===== src/rtl/core/tmcs_pkg.sv =====
// Package with shared types, constants and helper functions for the MCS selector.
package tmcs_pkg;

	localparam logic OP_FEEDBACK = 1'b0;
	localparam logic OP_REQUEST  = 1'b1;

	localparam logic [4:0] MCS_MIN = 5'd3;
	localparam logic [4:0] MCS_MAX = 5'd25;
	localparam logic signed [2:0] OFS_MIN = -3'sd3;
	localparam logic signed [2:0] OFS_MAX = 3'sd2;
	localparam logic [7:0] NACK_LIMIT = 8'd100;
	localparam logic [16:0] ALPHA_Q16 = 17'd1311;
	localparam logic [16:0] ALPHA_KEEP = 17'd64225;

	// Classified request handed from the front part to the back part.
	typedef struct packed {
		logic [4:0]        tree_mcs;
		logic signed [2:0] offset_now;
		logic              fallback;
	} req_t;

	// Floors a threshold given in units of 1e-8 to the measurement scale.
	function automatic longint thr_floor(input longint t_e8, input int frac);
		longint num;
		num = t_e8 * (longint'(1) << frac);
		if (num >= 0)
			return num / 100000000;
		else
			return -((-num + 99999999) / 100000000);
	endfunction

	// Snaps a clamped sum in 3..25 to the nearest allowed MCS, ties low.
	function automatic logic [4:0] snap_mcs(input logic [4:0] raw);
		logic [4:0] r;
		case (raw)
			5'd3:  r = 5'd3;
			5'd4, 5'd5, 5'd6: r = 5'd4;
			5'd7, 5'd8, 5'd9, 5'd10: r = 5'd9;
			5'd11, 5'd12: r = 5'd11;
			5'd13, 5'd14, 5'd15: r = 5'd14;
			5'd16, 5'd17, 5'd18: r = 5'd17;
			5'd19, 5'd20, 5'd21, 5'd22: r = 5'd20;
			5'd23, 5'd24: r = 5'd24;
			5'd25: r = 5'd25;
			default: r = 5'd3;
		endcase
		return r;
	endfunction

endpackage


===== src/rtl/core/tree_mcs_select_with_olla.sv =====
// Top level of the outer-loop link adaptation MCS selector.
// Input stream s_axis: one transaction is either HARQ feedback (op 0) or an
// MCS request (op 1). Feedback updates the error average and the NACK run
// and gives no result. A request gives one result transaction on m_axis.
// The front part classifies and evaluates the decision tree in the cycle
// the transaction is accepted; the result sits in a two-entry queue and is
// offered on m_axis after any older result. The block takes one transaction
// per cycle while s_axis_tready is high; the tree and state update in the
// front part finish in the accept cycle. When the receiver stalls, the
// queue fills and s_axis_tready drops only while the queue is full and
// m_axis_tready is low. Reset clears the state: average, NACK run and
// offset to zero, target to 6554, queue empty. cfg_we writes the BLER
// target; write it only while idle: the block does not enforce this.
module tree_mcs_select_with_olla #(
	parameter int AVG_BITS       = 16,
	parameter int MEAS_FRAC_BITS = 8
) (
	input  logic        clk,
	input  logic        arst_n,
	input  logic        cfg_we,
	input  logic [15:0] cfg_wdata,
	input  logic        s_axis_tvalid,
	output logic        s_axis_tready,
	// op, ack, sinr_q8, speed_q8, channel_class, band, antennas, pad
	input  logic [47:0] s_axis_tdata,
	output logic        m_axis_tvalid,
	input  logic        m_axis_tready,
	// mcs, tree_mcs, offset_now, pad
	output logic [15:0] m_axis_tdata,
	// fallback
	output logic        m_axis_tuser
);
	import tmcs_pkg::*;

	logic in_fire;
	logic req_push;
	req_t req;
	req_t out_req;
	logic [4:0] mcs;

	assign in_fire = s_axis_tvalid && s_axis_tready;

	tmcs_front #(.AVG_BITS(AVG_BITS), .MEAS_FRAC_BITS(MEAS_FRAC_BITS)) u_front (
		.clk(clk), .arst_n(arst_n), .cfg_we(cfg_we), .cfg_wdata(cfg_wdata),
		.in_fire(in_fire), .op(s_axis_tdata[0]), .ack(s_axis_tdata[1]),
		.sinr(s_axis_tdata[17:2]), .speed(s_axis_tdata[33:18]),
		.ch(s_axis_tdata[35:34]), .bd(s_axis_tdata[36]), .an(s_axis_tdata[40:37]),
		.req_push(req_push), .req(req)
	);

	tmcs_back u_back (
		.clk(clk), .arst_n(arst_n), .req_push(req_push), .req(req),
		.can_take(s_axis_tready), .out_valid(m_axis_tvalid),
		.out_ready(m_axis_tready), .mcs(mcs), .out_req(out_req)
	);

	assign m_axis_tdata = {3'd0, out_req.offset_now, out_req.tree_mcs, mcs};
	assign m_axis_tuser = out_req.fallback;

endmodule


===== src/rtl/core/tmcs_tree.sv =====
// Fixed decision tree that maps measurements to a base MCS.
module tmcs_tree #(
	parameter int MEAS_FRAC_BITS = 8
) (
	input  logic signed [15:0] sinr,
	input  logic [15:0]        speed,
	input  logic [1:0]         ch,
	input  logic               bd,
	input  logic [3:0]         an,
	output logic [4:0]         tree_mcs
);
	import tmcs_pkg::*;

	logic signed [17:0] s;
	logic signed [17:0] v;
	logic c0, c2, b0, a1;

	function automatic logic le(input logic signed [17:0] x, input longint t);
		longint q;
		q = thr_floor(t, MEAS_FRAC_BITS);
		return longint'(x) <= q;
	endfunction

	assign s  = 18'(sinr);
	assign v  = {2'b00, speed};
	assign c0 = (ch == 2'd0);
	assign c2 = (ch <= 2'd2);
	assign b0 = ~bd;
	assign a1 = (an <= 4'd1);

	// Comparator tree; every node is a constant compare.
	always_comb begin
		if (le(s, 64'd430839133)) begin
			if (le(s, -96642464)) begin
				if (le(s, -248702228)) tree_mcs = 5'd3;
				else if (c0 && le(v, 64'd7019161415)) begin
					if (a1) tree_mcs = 5'd3;
					else tree_mcs = le(v, 64'd1802309258) ? 5'd4 : 5'd3;
				end else tree_mcs = 5'd3;
			end else if (c0) begin
				if (le(s, 64'd126274550)) begin
					if (b0) tree_mcs = le(v, 64'd6853525734) ? 5'd4 : 5'd3;
					else tree_mcs = 5'd3;
				end else tree_mcs = 5'd4;
			end else if (le(v, 64'd55807936)) begin
				if (le(s, 64'd156168413)) tree_mcs = le(s, 64'd41184593) ? 5'd4 : 5'd3;
				else tree_mcs = 5'd4;
			end else tree_mcs = 5'd3;
		end else if (le(s, 64'd1256060553)) begin
			if (le(s, 64'd617890668)) begin
				if (le(v, 64'd399698102)) begin
					if (c0) tree_mcs = le(v, 64'd41157654) ? 5'd9 : 5'd4;
					else tree_mcs = 5'd4;
				end else if (le(s, 64'd454392958)) tree_mcs = c2 ? 5'd9 : 5'd4;
				else if (le(v, 64'd12433786774)) tree_mcs = 5'd4;
				else tree_mcs = c2 ? 5'd4 : 5'd3;
			end else if (le(s, 64'd882764578)) begin
				if (c0) begin
					if (le(s, 64'd705531454)) begin
						if (le(v, 64'd100115356)) tree_mcs = a1 ? 5'd11 : 5'd9;
						else if (le(s, 64'd662034631)) tree_mcs = 5'd9;
						else tree_mcs = le(s, 64'd676861310) ? 5'd11 : 5'd9;
					end else if (le(v, 64'd1273514843)) begin
						if (a1) tree_mcs = 5'd11;
						else tree_mcs = le(v, 64'd453145599) ? 5'd14 : 5'd11;
					end else tree_mcs = le(v, 64'd11855266190) ? 5'd11 : 5'd9;
				end else if (a1) begin
					if (le(v, 64'd150999677))
						tree_mcs = le(s, 64'd724577546) ? 5'd9 : 5'd11;
					else tree_mcs = 5'd9;
				end else if (c2) begin
					if (le(s, 64'd753271031)) tree_mcs = b0 ? 5'd9 : 5'd4;
					else tree_mcs = le(v, 64'd7928376770) ? 5'd9 : 5'd4;
				end else tree_mcs = le(v, 64'd12831045914) ? 5'd4 : 5'd3;
			end else if (le(s, 64'd1087900114)) begin
				if (a1) tree_mcs = 5'd11;
				else if (c0) begin
					if (b0) tree_mcs = le(s, 64'd906382465) ? 5'd11 : 5'd14;
					else tree_mcs = 5'd11;
				end else tree_mcs = le(v, 64'd3681468201) ? 5'd11 : 5'd9;
			end else if (le(v, 64'd10910931778)) begin
				if (c0) tree_mcs = le(v, 64'd472279215) ? 5'd17 : 5'd14;
				else if (a1) tree_mcs = 5'd14;
				else tree_mcs = le(v, 64'd3220698929) ? 5'd11 : 5'd9;
			end else if (le(s, 64'd1145182133))
				tree_mcs = le(s, 64'd1113978100) ? 5'd11 : 5'd9;
			else tree_mcs = 5'd11;
		end else if (le(s, 64'd1716288471)) begin
			if (c0) begin
				if (le(v, 64'd11294168854)) begin
					if (le(s, 64'd1670649338))
						tree_mcs = le(v, 64'd10961881256) ? 5'd17 : 5'd11;
					else tree_mcs = le(s, 64'd1677868176) ? 5'd20 : 5'd17;
				end else if (b0) tree_mcs = 5'd17;
				else tree_mcs = le(s, 64'd1533669233) ? 5'd11 : 5'd14;
			end else if (le(v, 64'd3318185043)) begin
				if (a1) tree_mcs = le(s, 64'd1421487474) ? 5'd14 : 5'd17;
				else if (le(s, 64'd1494774055))
					tree_mcs = le(v, 64'd850468922) ? 5'd14 : 5'd11;
				else tree_mcs = 5'd14;
			end else if (a1) begin
				if (le(s, 64'd1459946728))
					tree_mcs = le(v, 64'd11704510117) ? 5'd14 : 5'd11;
				else tree_mcs = 5'd17;
			end else if (le(s, 64'd1408268023))
				tree_mcs = le(s, 64'd1307105064) ? 5'd11 : 5'd9;
			else tree_mcs = 5'd11;
		end else if (le(v, 64'd5835043716)) begin
			if (le(s, 64'd2322297764)) begin
				if (le(s, 64'd1882577515)) begin
					if (c0) tree_mcs = 5'd20;
					else if (b0) tree_mcs = 5'd17;
					else if (le(v, 64'd1129361582)) tree_mcs = 5'd17;
					else tree_mcs = a1 ? 5'd17 : 5'd14;
				end else if (le(v, 64'd828355694)) begin
					if (le(s, 64'd2062684345)) tree_mcs = c0 ? 5'd24 : 5'd20;
					else if (c0) tree_mcs = 5'd25;
					else if (a1) tree_mcs = b0 ? 5'd24 : 5'd25;
					else tree_mcs = 5'd20;
				end else if (c0) begin
					if (le(v, 64'd3418718910))
						tree_mcs = le(v, 64'd1419350100) ? 5'd24 : 5'd20;
					else tree_mcs = 5'd24;
				end else if (a1) tree_mcs = 5'd20;
				else if (c2) tree_mcs = b0 ? 5'd20 : 5'd14;
				else tree_mcs = 5'd14;
			end else if (le(v, 64'd1215252781)) begin
				if (c0) tree_mcs = 5'd25;
				else if (c2) begin
					if (a1) tree_mcs = 5'd25;
					else tree_mcs = le(s, 64'd2811477184) ? 5'd20 : 5'd24;
				end else if (b0) tree_mcs = 5'd24;
				else tree_mcs = le(v, 64'd55706936) ? 5'd25 : 5'd24;
			end else if (b0) begin
				if (le(s, 64'd2537801456)) begin
					if (le(s, 64'd2449721813)) begin
						if (le(s, 64'd2374157238)) tree_mcs = 5'd24;
						else tree_mcs = le(s, 64'd2433358669) ? 5'd20 : 5'd24;
					end else tree_mcs = 5'd20;
				end else tree_mcs = 5'd24;
			end else if (le(v, 64'd3600370216)) begin
				if (c0) tree_mcs = le(s, 64'd2615872860) ? 5'd24 : 5'd20;
				else tree_mcs = le(v, 64'd2845121098) ? 5'd20 : 5'd17;
			end else tree_mcs = c2 ? 5'd17 : 5'd14;
		end else if (c0) begin
			if (le(v, 64'd12184026337)) begin
				if (le(s, 64'd2434941578)) tree_mcs = 5'd20;
				else tree_mcs = a1 ? 5'd24 : 5'd20;
			end else if (b0) tree_mcs = le(s, 64'd2112915993) ? 5'd17 : 5'd20;
			else tree_mcs = le(v, 64'd13305709076) ? 5'd17 : 5'd14;
		end else if (b0) begin
			if (a1) tree_mcs = le(v, 64'd12573830414) ? 5'd17 : 5'd14;
			else tree_mcs = c2 ? 5'd14 : 5'd11;
		end else tree_mcs = 5'd11;
	end

endmodule


===== src/rtl/core/tmcs_front.sv =====
// Front part: accepts items, updates link state and classifies requests.
module tmcs_front #(
	parameter int AVG_BITS       = 16,
	parameter int MEAS_FRAC_BITS = 8
) (
	input  logic               clk,
	input  logic               arst_n,
	input  logic               cfg_we,
	input  logic [15:0]        cfg_wdata,
	input  logic               in_fire,
	input  logic               op,
	input  logic               ack,
	input  logic signed [15:0] sinr,
	input  logic [15:0]        speed,
	input  logic [1:0]         ch,
	input  logic               bd,
	input  logic [3:0]         an,
	output logic               req_push,
	output tmcs_pkg::req_t     req
);
	import tmcs_pkg::*;

	localparam int ACC_W = AVG_BITS + 17;

	logic [15:0]         target_rate_q;
	logic [AVG_BITS-1:0] error_average_q;
	logic [7:0]          nack_run_q;
	logic signed [2:0]   rate_offset_q;
	logic [ACC_W-1:0]    acc;
	logic [AVG_BITS+16:0] avg_al;
	logic [AVG_BITS+16:0] tgt_al;
	logic                fb;
	logic signed [2:0]   ofs_next;
	logic [4:0]          tree_mcs;

	tmcs_tree #(.MEAS_FRAC_BITS(MEAS_FRAC_BITS)) u_tree (
		.sinr(sinr), .speed(speed), .ch(ch), .bd(bd), .an(an), .tree_mcs(tree_mcs)
	);

	// Average update: one 17 by AVG_BITS multiply and an add.
	always_comb begin
		acc = ACC_W'(error_average_q) * ACC_W'(ALPHA_KEEP);
		if (!ack)
			acc = acc + (ACC_W'(ALPHA_Q16) << AVG_BITS);
	end

	// Offset step against the target and half the target on a common scale.
	always_comb begin
		avg_al   = {1'b0, error_average_q, 16'd0};
		tgt_al   = {1'b0, target_rate_q, AVG_BITS'(0)};
		fb       = (nack_run_q > NACK_LIMIT);
		ofs_next = rate_offset_q;
		if (avg_al > tgt_al) begin
			if (rate_offset_q > OFS_MIN) ofs_next = rate_offset_q - 3'sd1;
		end else if ({avg_al, 1'b0} < {1'b0, tgt_al}) begin
			if (rate_offset_q < OFS_MAX) ofs_next = rate_offset_q + 3'sd1;
		end
	end

	// Link state registers.
	always_ff @(posedge clk or negedge arst_n) begin
		if (!arst_n) begin
			target_rate_q   <= 16'd6554;
			error_average_q <= '0;
			nack_run_q      <= '0;
			rate_offset_q   <= '0;
		end else begin
			if (cfg_we) target_rate_q <= cfg_wdata;
			if (in_fire && op == OP_FEEDBACK) begin
				error_average_q <= acc[AVG_BITS+15 -: AVG_BITS];
				if (ack) nack_run_q <= '0;
				else if (nack_run_q != 8'hFF) nack_run_q <= nack_run_q + 8'd1;
			end
			if (in_fire && op == OP_REQUEST && !fb)
				rate_offset_q <= ofs_next;
		end
	end

	// Classified request toward the queue.
	always_comb begin
		req_push       = in_fire && (op == OP_REQUEST);
		req.fallback   = fb;
		req.tree_mcs   = fb ? MCS_MIN : tree_mcs;
		req.offset_now = fb ? rate_offset_q : ofs_next;
	end

endmodule


===== src/rtl/core/tmcs_back.sv =====
// Back part: two-entry queue and the offset, clamp and snap stage.
module tmcs_back (
	input  logic           clk,
	input  logic           arst_n,
	input  logic           req_push,
	input  tmcs_pkg::req_t req,
	output logic           can_take,
	output logic           out_valid,
	input  logic           out_ready,
	output logic [4:0]     mcs,
	output tmcs_pkg::req_t out_req
);
	import tmcs_pkg::*;

	req_t        slot_q [2];
	logic        rd_ptr_q, wr_ptr_q;
	logic [1:0]  cnt_q;
	logic        pop;
	logic signed [6:0] sum;

	assign out_valid = (cnt_q != 2'd0);
	assign pop       = out_valid && out_ready;
	assign can_take  = (cnt_q != 2'd2) || out_ready;
	assign out_req   = slot_q[rd_ptr_q];

	// Queue bookkeeping.
	always_ff @(posedge clk or negedge arst_n) begin
		if (!arst_n) begin
			rd_ptr_q <= 1'b0;
			wr_ptr_q <= 1'b0;
			cnt_q    <= 2'd0;
		end else begin
			if (req_push) wr_ptr_q <= ~wr_ptr_q;
			if (pop) rd_ptr_q <= ~rd_ptr_q;
			cnt_q <= cnt_q + {1'b0, req_push} - {1'b0, pop};
		end
	end

	always_ff @(posedge clk) begin
		if (req_push) slot_q[wr_ptr_q] <= req;
	end

	// Offset add, clamp to the legal range and snap.
	always_comb begin
		sum = $signed({2'b00, out_req.tree_mcs}) + 7'(out_req.offset_now);
		if (out_req.fallback) mcs = MCS_MIN;
		else if (sum < $signed({2'b00, MCS_MIN})) mcs = MCS_MIN;
		else if (sum > $signed({2'b00, MCS_MAX})) mcs = MCS_MAX;
		else mcs = snap_mcs(sum[4:0]);
	end

endmodule


===== config.mk =====
export PLATFORM = sky130hd
export DESIGN_NAME = tree_mcs_select_with_olla
export DESIGN_NICKNAME = d
export VERILOG_FILES = /design/src/rtl/core/tmcs_pkg.sv /design/src/rtl/core/tree_mcs_select_with_olla.sv /design/src/rtl/core/tmcs_tree.sv /design/src/rtl/core/tmcs_front.sv /design/src/rtl/core/tmcs_back.sv
export SDC_FILE = /design/constraint.sdc
export NUM_CORES = 1
export LEC_CHECK = 0
export BUFFER_PORTS_ARGS = -buffer_cell sky130_fd_sc_hd__clkbuf_2
export CAP_MARGIN = 20
export CORE_ASPECT_RATIO = 2
export CORE_MARGIN = 3
export CORE_UTILIZATION = 35
export DETAILED_ROUTE_END_ITERATION = 10
export PLACE_DENSITY = 0.51
export SYNTH_ARGS = -nofsm -noshare
export SYNTH_HDL_FRONTEND = slang
export SYNTH_SLANG_ARGS = --single-unit

===== constraint.sdc =====
create_clock -name clk -period 6.8 [get_ports clk]
set_input_delay 1.02 -clock clk [delete_from_list [all_inputs] [get_ports clk]]
set_output_delay 1.02 -clock clk [all_outputs]
set_load 0.01 [all_outputs]

Word-level counts from Yosys, hierarchy flattened:

Memory sizes are Yosys's and may differ from the RTL's.
Index checks and enable logic that the tools add are counted.

* memory bits (read-only): 160
* output and inout port bits: 19
* register bits: 47
* memories: 2
* bits in writable memories: 18
* input bits: 69

* muxes and demuxes: 563
* multipliers: 1
* reductions and logical operators: 12
* add/subtract/negate cells: 7
* $lt $le $gt $ge: 83
* bitwise operators: 3
* eq/ne operators: 2

Memories
* (name not given): words 32, width 5, rd ports 1, clocked after Yosys merged registers in 0, write ports 0, line tmcs_pkg.sv:35 `case (raw)`
* u_back.slot_q: words 2, width 9, rd ports 1, clocked after Yosys merged registers in 0, write ports 1, line tmcs_back.sv:15 `req_t slot_q [2];`

Operators by type and width (number)
* 2-to-1 mux 64 bit: 430
* less-or-equal comparator 16 x 64 -> 1 bit: 38
* less-or-equal comparator 17 x 64 -> 1 bit: 35
* 2-to-1 mux 5 bit: 64
* 2-to-1 mux 4 bit: 21
* 2-to-1 mux 3 bit: 27
* less-than comparator 33 x 32 -> 1 bit: 1
* adder 32 x 27 -> 32 bit, second input constant: 1
* greater-than comparator 32 bit: 1
* multiplier 16 x 16 -> 32 bit, second input constant: 1
* 2-to-1 mux 32 bit: 1
* 2-to-1 mux 2 bit: 13
* less-or-equal comparator 16 x 12 -> 1 bit, second input constant: 1
* 2-to-1 mux 8 bit: 2
* adder 8 x 1 -> 8 bit, second input constant: 1
* greater-than comparator 8 x 7 -> 1 bit, second input constant: 1
* inequality test 8 bit, second input constant: 1
* adder 6 x 3 -> 7 bit: 1
* greater-than comparator 7 x 6 -> 1 bit, second input constant: 1
* less-than comparator 7 x 3 -> 1 bit, second input constant: 1
* logical AND 1 bit: 6
* 2-to-1 mux 1 bit: 5
* less-or-equal comparator 4 x 1 -> 1 bit, second input constant: 1
* nonzero test 2 bit: 2
* 13 further kinds: 15

Logic depth before layout (Yosys ltp):

* depth in word-level cells: 70
* gate-level depth with buffers: 24

Cells and area by module:

From an unflattened synthesis, not the netlist that was laid out.

* cell total of the unflattened synthesis: 1670
* area total of the unflattened synthesis: 13670.6 um^2

By module, submodules not included
* tmcs_front: instances 1, area an instance 8480.6 um^2, cells an instance 911
* tmcs_tree: instances 1, area an instance 3734.8 um^2, cells an instance 630
* tmcs_back: instances 1, area an instance 1422.6 um^2, cells an instance 124
* tree_mcs_select_with_olla: instances 1, area an instance 32.5 um^2, cells an instance 5

Worst setup path before layout:

OpenSTA, ideal clock, no wires.

* path type: reg2reg
* start: register u_front.error_average_q[2]
* end: register u_front.error_average_q[13]
* buffers on the path: 1
* clock period less this slack: 6150 ps
* stages on the path, launching flop included: 23
* data required time: 6670 ps
* setup slack: 650 ps
* arrival time: 6019 ps
* path through: dfrtp_1 > inv_1 > fa_1 > fa_1 > inv_1 > fa_1 > fa_1 > fa_1 > inv_1 > fa_1 > inv_1 > ha_1 > clkbuf_1 > a21o_1 > a221oi_1 > o22ai_1 > a211oi_1 > o311a_1 > and2_1 > nand3_2 > a211oi_1 > xor2_1 > o21ai_1

* longest elaborated chain between the ends: 3

RTL lines
* start, declared: line tmcs_front.sv:26 `logic [AVG_BITS-1:0] error_average_q;`
* start signal, assigned: line tmcs_front.sv:70 `error_average_q <= acc[AVG_BITS+15 -: AVG_BITS];`
* multiplier 16 x 16 -> 32 bit *: line tmcs_front.sv:42 `acc = ACC_W'(error_average_q) * ACC_W'(ALPHA_KEEP);`
* adder 32 x 27 -> 32 bit: line tmcs_front.sv:44 `acc = acc + (ACC_W'(ALPHA_Q16) << AVG_BITS);`
* 2-to-1 mux 32 bit *: line tmcs_front.sv:43 `if (!ack)`

Mark *: on every way between the ends. The rest lies on a longest branch, timed or not.
A chain may end at the register's enable or synchronous reset.

Worst setup path after layout:

* start: register u_front.error_average_q[2]
* end: register u_front.error_average_q[15]

The elaborated chain is that of the path after synthesis.

==> results.md <==
* Max_slew headroom at 26.5%
* Routability Congestion at 0.972
* Synth area leaders: ha_1, fa_1, dfrtp_1
* Number of CTS-inserted buffers at 9
* Seq/Total Area, Yosys at 13.6%
* Die W at 141 µm
* Core ar. at 35800 µm²
* First-pass GRT wire length at 69900 µm
* Hold Buf Count CTS at 0
* XOR/XNOR Fraction of Synth Area at 2.90%
* Min cycle time layout at 6520 ps
* DR iter-0 viols at 585
* FF+latch count, synth at 65
* Synth Area per Inst at 8.06 µm²
* Io pins at 88
* IO Port Bufs at 76
* Vias in the first global route at 12401
* # rows at 98
* Die area at 38700 µm²
* H-tree depth at 3
* HPWL after DPL at 37800 µm
* Top Metal Used: met4
* Vias at 11927
* Ys Warns at 0
* CTS tree: done
* FILL cells at 3754
* Largest area contributor in the netlist: ha_1
* Sum Neg Setup Slack at 0 ps
* Async S/R FF share, synth at 72.3%
* Min-delay src: u_back.wr_ptr_q
* Clk buf depth at 2
* Final setup violation count at 0
* Post-Route WL at 45400 µm
* Layout cells sized above 1 at 11.4%
* Starting Density at 35.4%
* Crit path from: u_front.error_average_q[2]
* Final Hold Vio Count at 0
* Status: completed
* Clk_lat worst skew at 340 ps
* Yosys cell types at 82
* Period utilisation layout at 95.9%
* Worst hold path class: reg2reg
* Post-DR wirelength/cell at 21.8 µm
* Post-synth EDFFs at 18
* Post-Layout Inst Area at 13900 µm²
* Via density at 5.74
* RR Endpoint: u_front.error_average_q[15]
* Critical Path RT at 7000 ps
* Largest family of logic cells by synthesized area: adder cells
* Layout Skew at 12.9 ps
* Commonest non-fill, non-tap cell in the layout: inv_1
* Synth Instances at 1572
* Max FO, Critical Path at 7
* Clk pin slew, worst setup/hold paths at 60 ps
* Largest net degree at the start of global routing at 48
* Max Fclk at 153 MHz
* Area grow syn2layout at 9.76%
* Drt first pass iters at 6
* Worst slew pin tran at 1090 ps
* Post-synthesis compound-gate area fraction at 21.4%
* # clock sinks at 65
* Crit. End Element: register
* Post-DRT Antenna Nets at 0
* DRC at 0
* Final core occ at 38.9%
* Setup CP Type: reg2reg
* GRT Total Usage at 23.3%
* Reg2reg start: u_front.error_average_q[2]
* DP Area at 13600 µm²
* Hold path depth at 1
* Initial antenna violation count at 1
* Multiplexer share of the synthesized area at 1.45%
* Post-Synth Simple-Gate Area at 19.1%
* Metal3 WL at 1220 µm
* # nets final at 1967
* Total grt overflow at 0
* Die Y at 275 µm
* WL met2 at 26600 µm
* Arr. time, crit path at 6720 ps
* RSZ-0062 raised after global routing: false
* Max Cap Violations at 0
* R2R depth at 17
* Post-Synth Adder-Cell Area at 33.2%
* CP Launch Type: register
* Root buffer cell: clkbuf_16
* Top-area cell type share of the netlist area at 17.1%
* Max Slew Vio Count at 0
* Flop-to-flop setup slack at 280 ps
* Synthesized area at 12700 µm²
* Worst Hold Path EP: u_back.wr_ptr_q
* M1 WL at 14100 µm
* Ys flop type: dfrtp_1
* Post-place setup slack at 146 ps
* Most frequent cells in the layout: inv_1, ha_1, nand2_1
* Final setup margin at 280 ps
## per-stage QoR
step | hold WS [ps] | cells
final | 500 | 2079
after CTS | 500 | 2077
after detailed placement | 489 | 2061
after global placement | 475 | 2061
after floorplan | 459 | 1574
after global routing | 518 | 2079
## sequential cells by signal (all words and copies together), names as in the netlist
| register | count |
|---|---|
| u_back.cnt_q | 2 |
| u_back.slot_q | 18 |
| u_front.nack_run_q | 8 |
| u_back.rd_ptr_q | 1 |
| u_front.rate_offset_q | 3 |
| u_front.target_rate_q | 16 |
| u_back.wr_ptr_q | 1 |
| u_front.error_average_q | 16 |
## repair_timing
action	in CTS	in global routing
resized for setup	0	7
hold endpoints to repair	0	0
setup buffers	0	0
setup endpoints to repair	0	10
## worst max path at each step
stage,to,slack (ps)
final,u_front.error_average_q[15],280
after global routing,u_front.error_average_q[10],0.6
after CTS,u_front.error_average_q[13],140
after detailed placement,u_front.error_average_q[13],150
after global placement,u_front.error_average_q[13],140
after floorplan,u_front.error_average_q[13],650
## area by class of cell
class	count	area [µm²]	share of cell area (%)
Inverter	202	758	5.45
Clock inverter	7	68.8	0.495
Tap cell	450	563	4.05
Clock buffer	9	225	1.62
Multi-Input combinational cell	1235	9930	71.4
Antenna cell	1	2.50	0.0180
Sequential cell	65	1730	12.4
Timing Repair Buffer	110	633	4.55
## kinds of logic (layout without fill, tap and decap cells)
logic type	after synthesis	in the layout
AOI/OAI and AO/OA	417	417
xor gates and xnor gates	42	42
adders and majority gates	275	275
buffers and inverters	274	328
DFF	65	65
muxes	17	17
other	1	4
and+or+nand+nor	481	481
## routing by layer
metal / global-route usage [%] / up-vias
met3: 1.53 / 141
met5: 0 / -
li1: - / 5680
met1: 21.0 / 5739
met2: 48.3 / 367
met4: 14.9 / 0
## Yosys cell counts (all sizes together) (7+ instances only)
cell type	number
a21o	25
o21bai	10
nor3b	9
clkbuf	60
o211ai	11
dfstp	7
or3	11
nand2b	19
o31ai	9
a41oi	8
nor2b	18
nor3	39
a31oi	29
mux2	11
a211o	14
and2	9
edfxtp	18
a31o	8
nand3	43
nor2	100
a21oi	94
o21ai	116
nor4	18
buf	12
nand4	26
o21a	11
nand2	138
dfrtp	40
xor2	13
ha	173
and3	11
a211oi	10
inv	201
or2	13
fa	102
xnor2	29
## critical path, cell delays in order (launching register included)
cell      delay (ps)
dfrtp_2          470
fa_1             600
fa_1             470
fa_1             560
fa_1             540
fa_1             530
fa_1             490
ha_1             270
a211oi_2         260
nand2_1          160
o311a_1          420
o31a_1           310
o21ai_2          210
xnor2_1          130
or4_4            530
a211oi_2         200
xnor2_1          150
o21ai_1           70
Power is not shown: default switching activity piles up to over one toggle a cycle in this logic, so the estimate is an artifact.
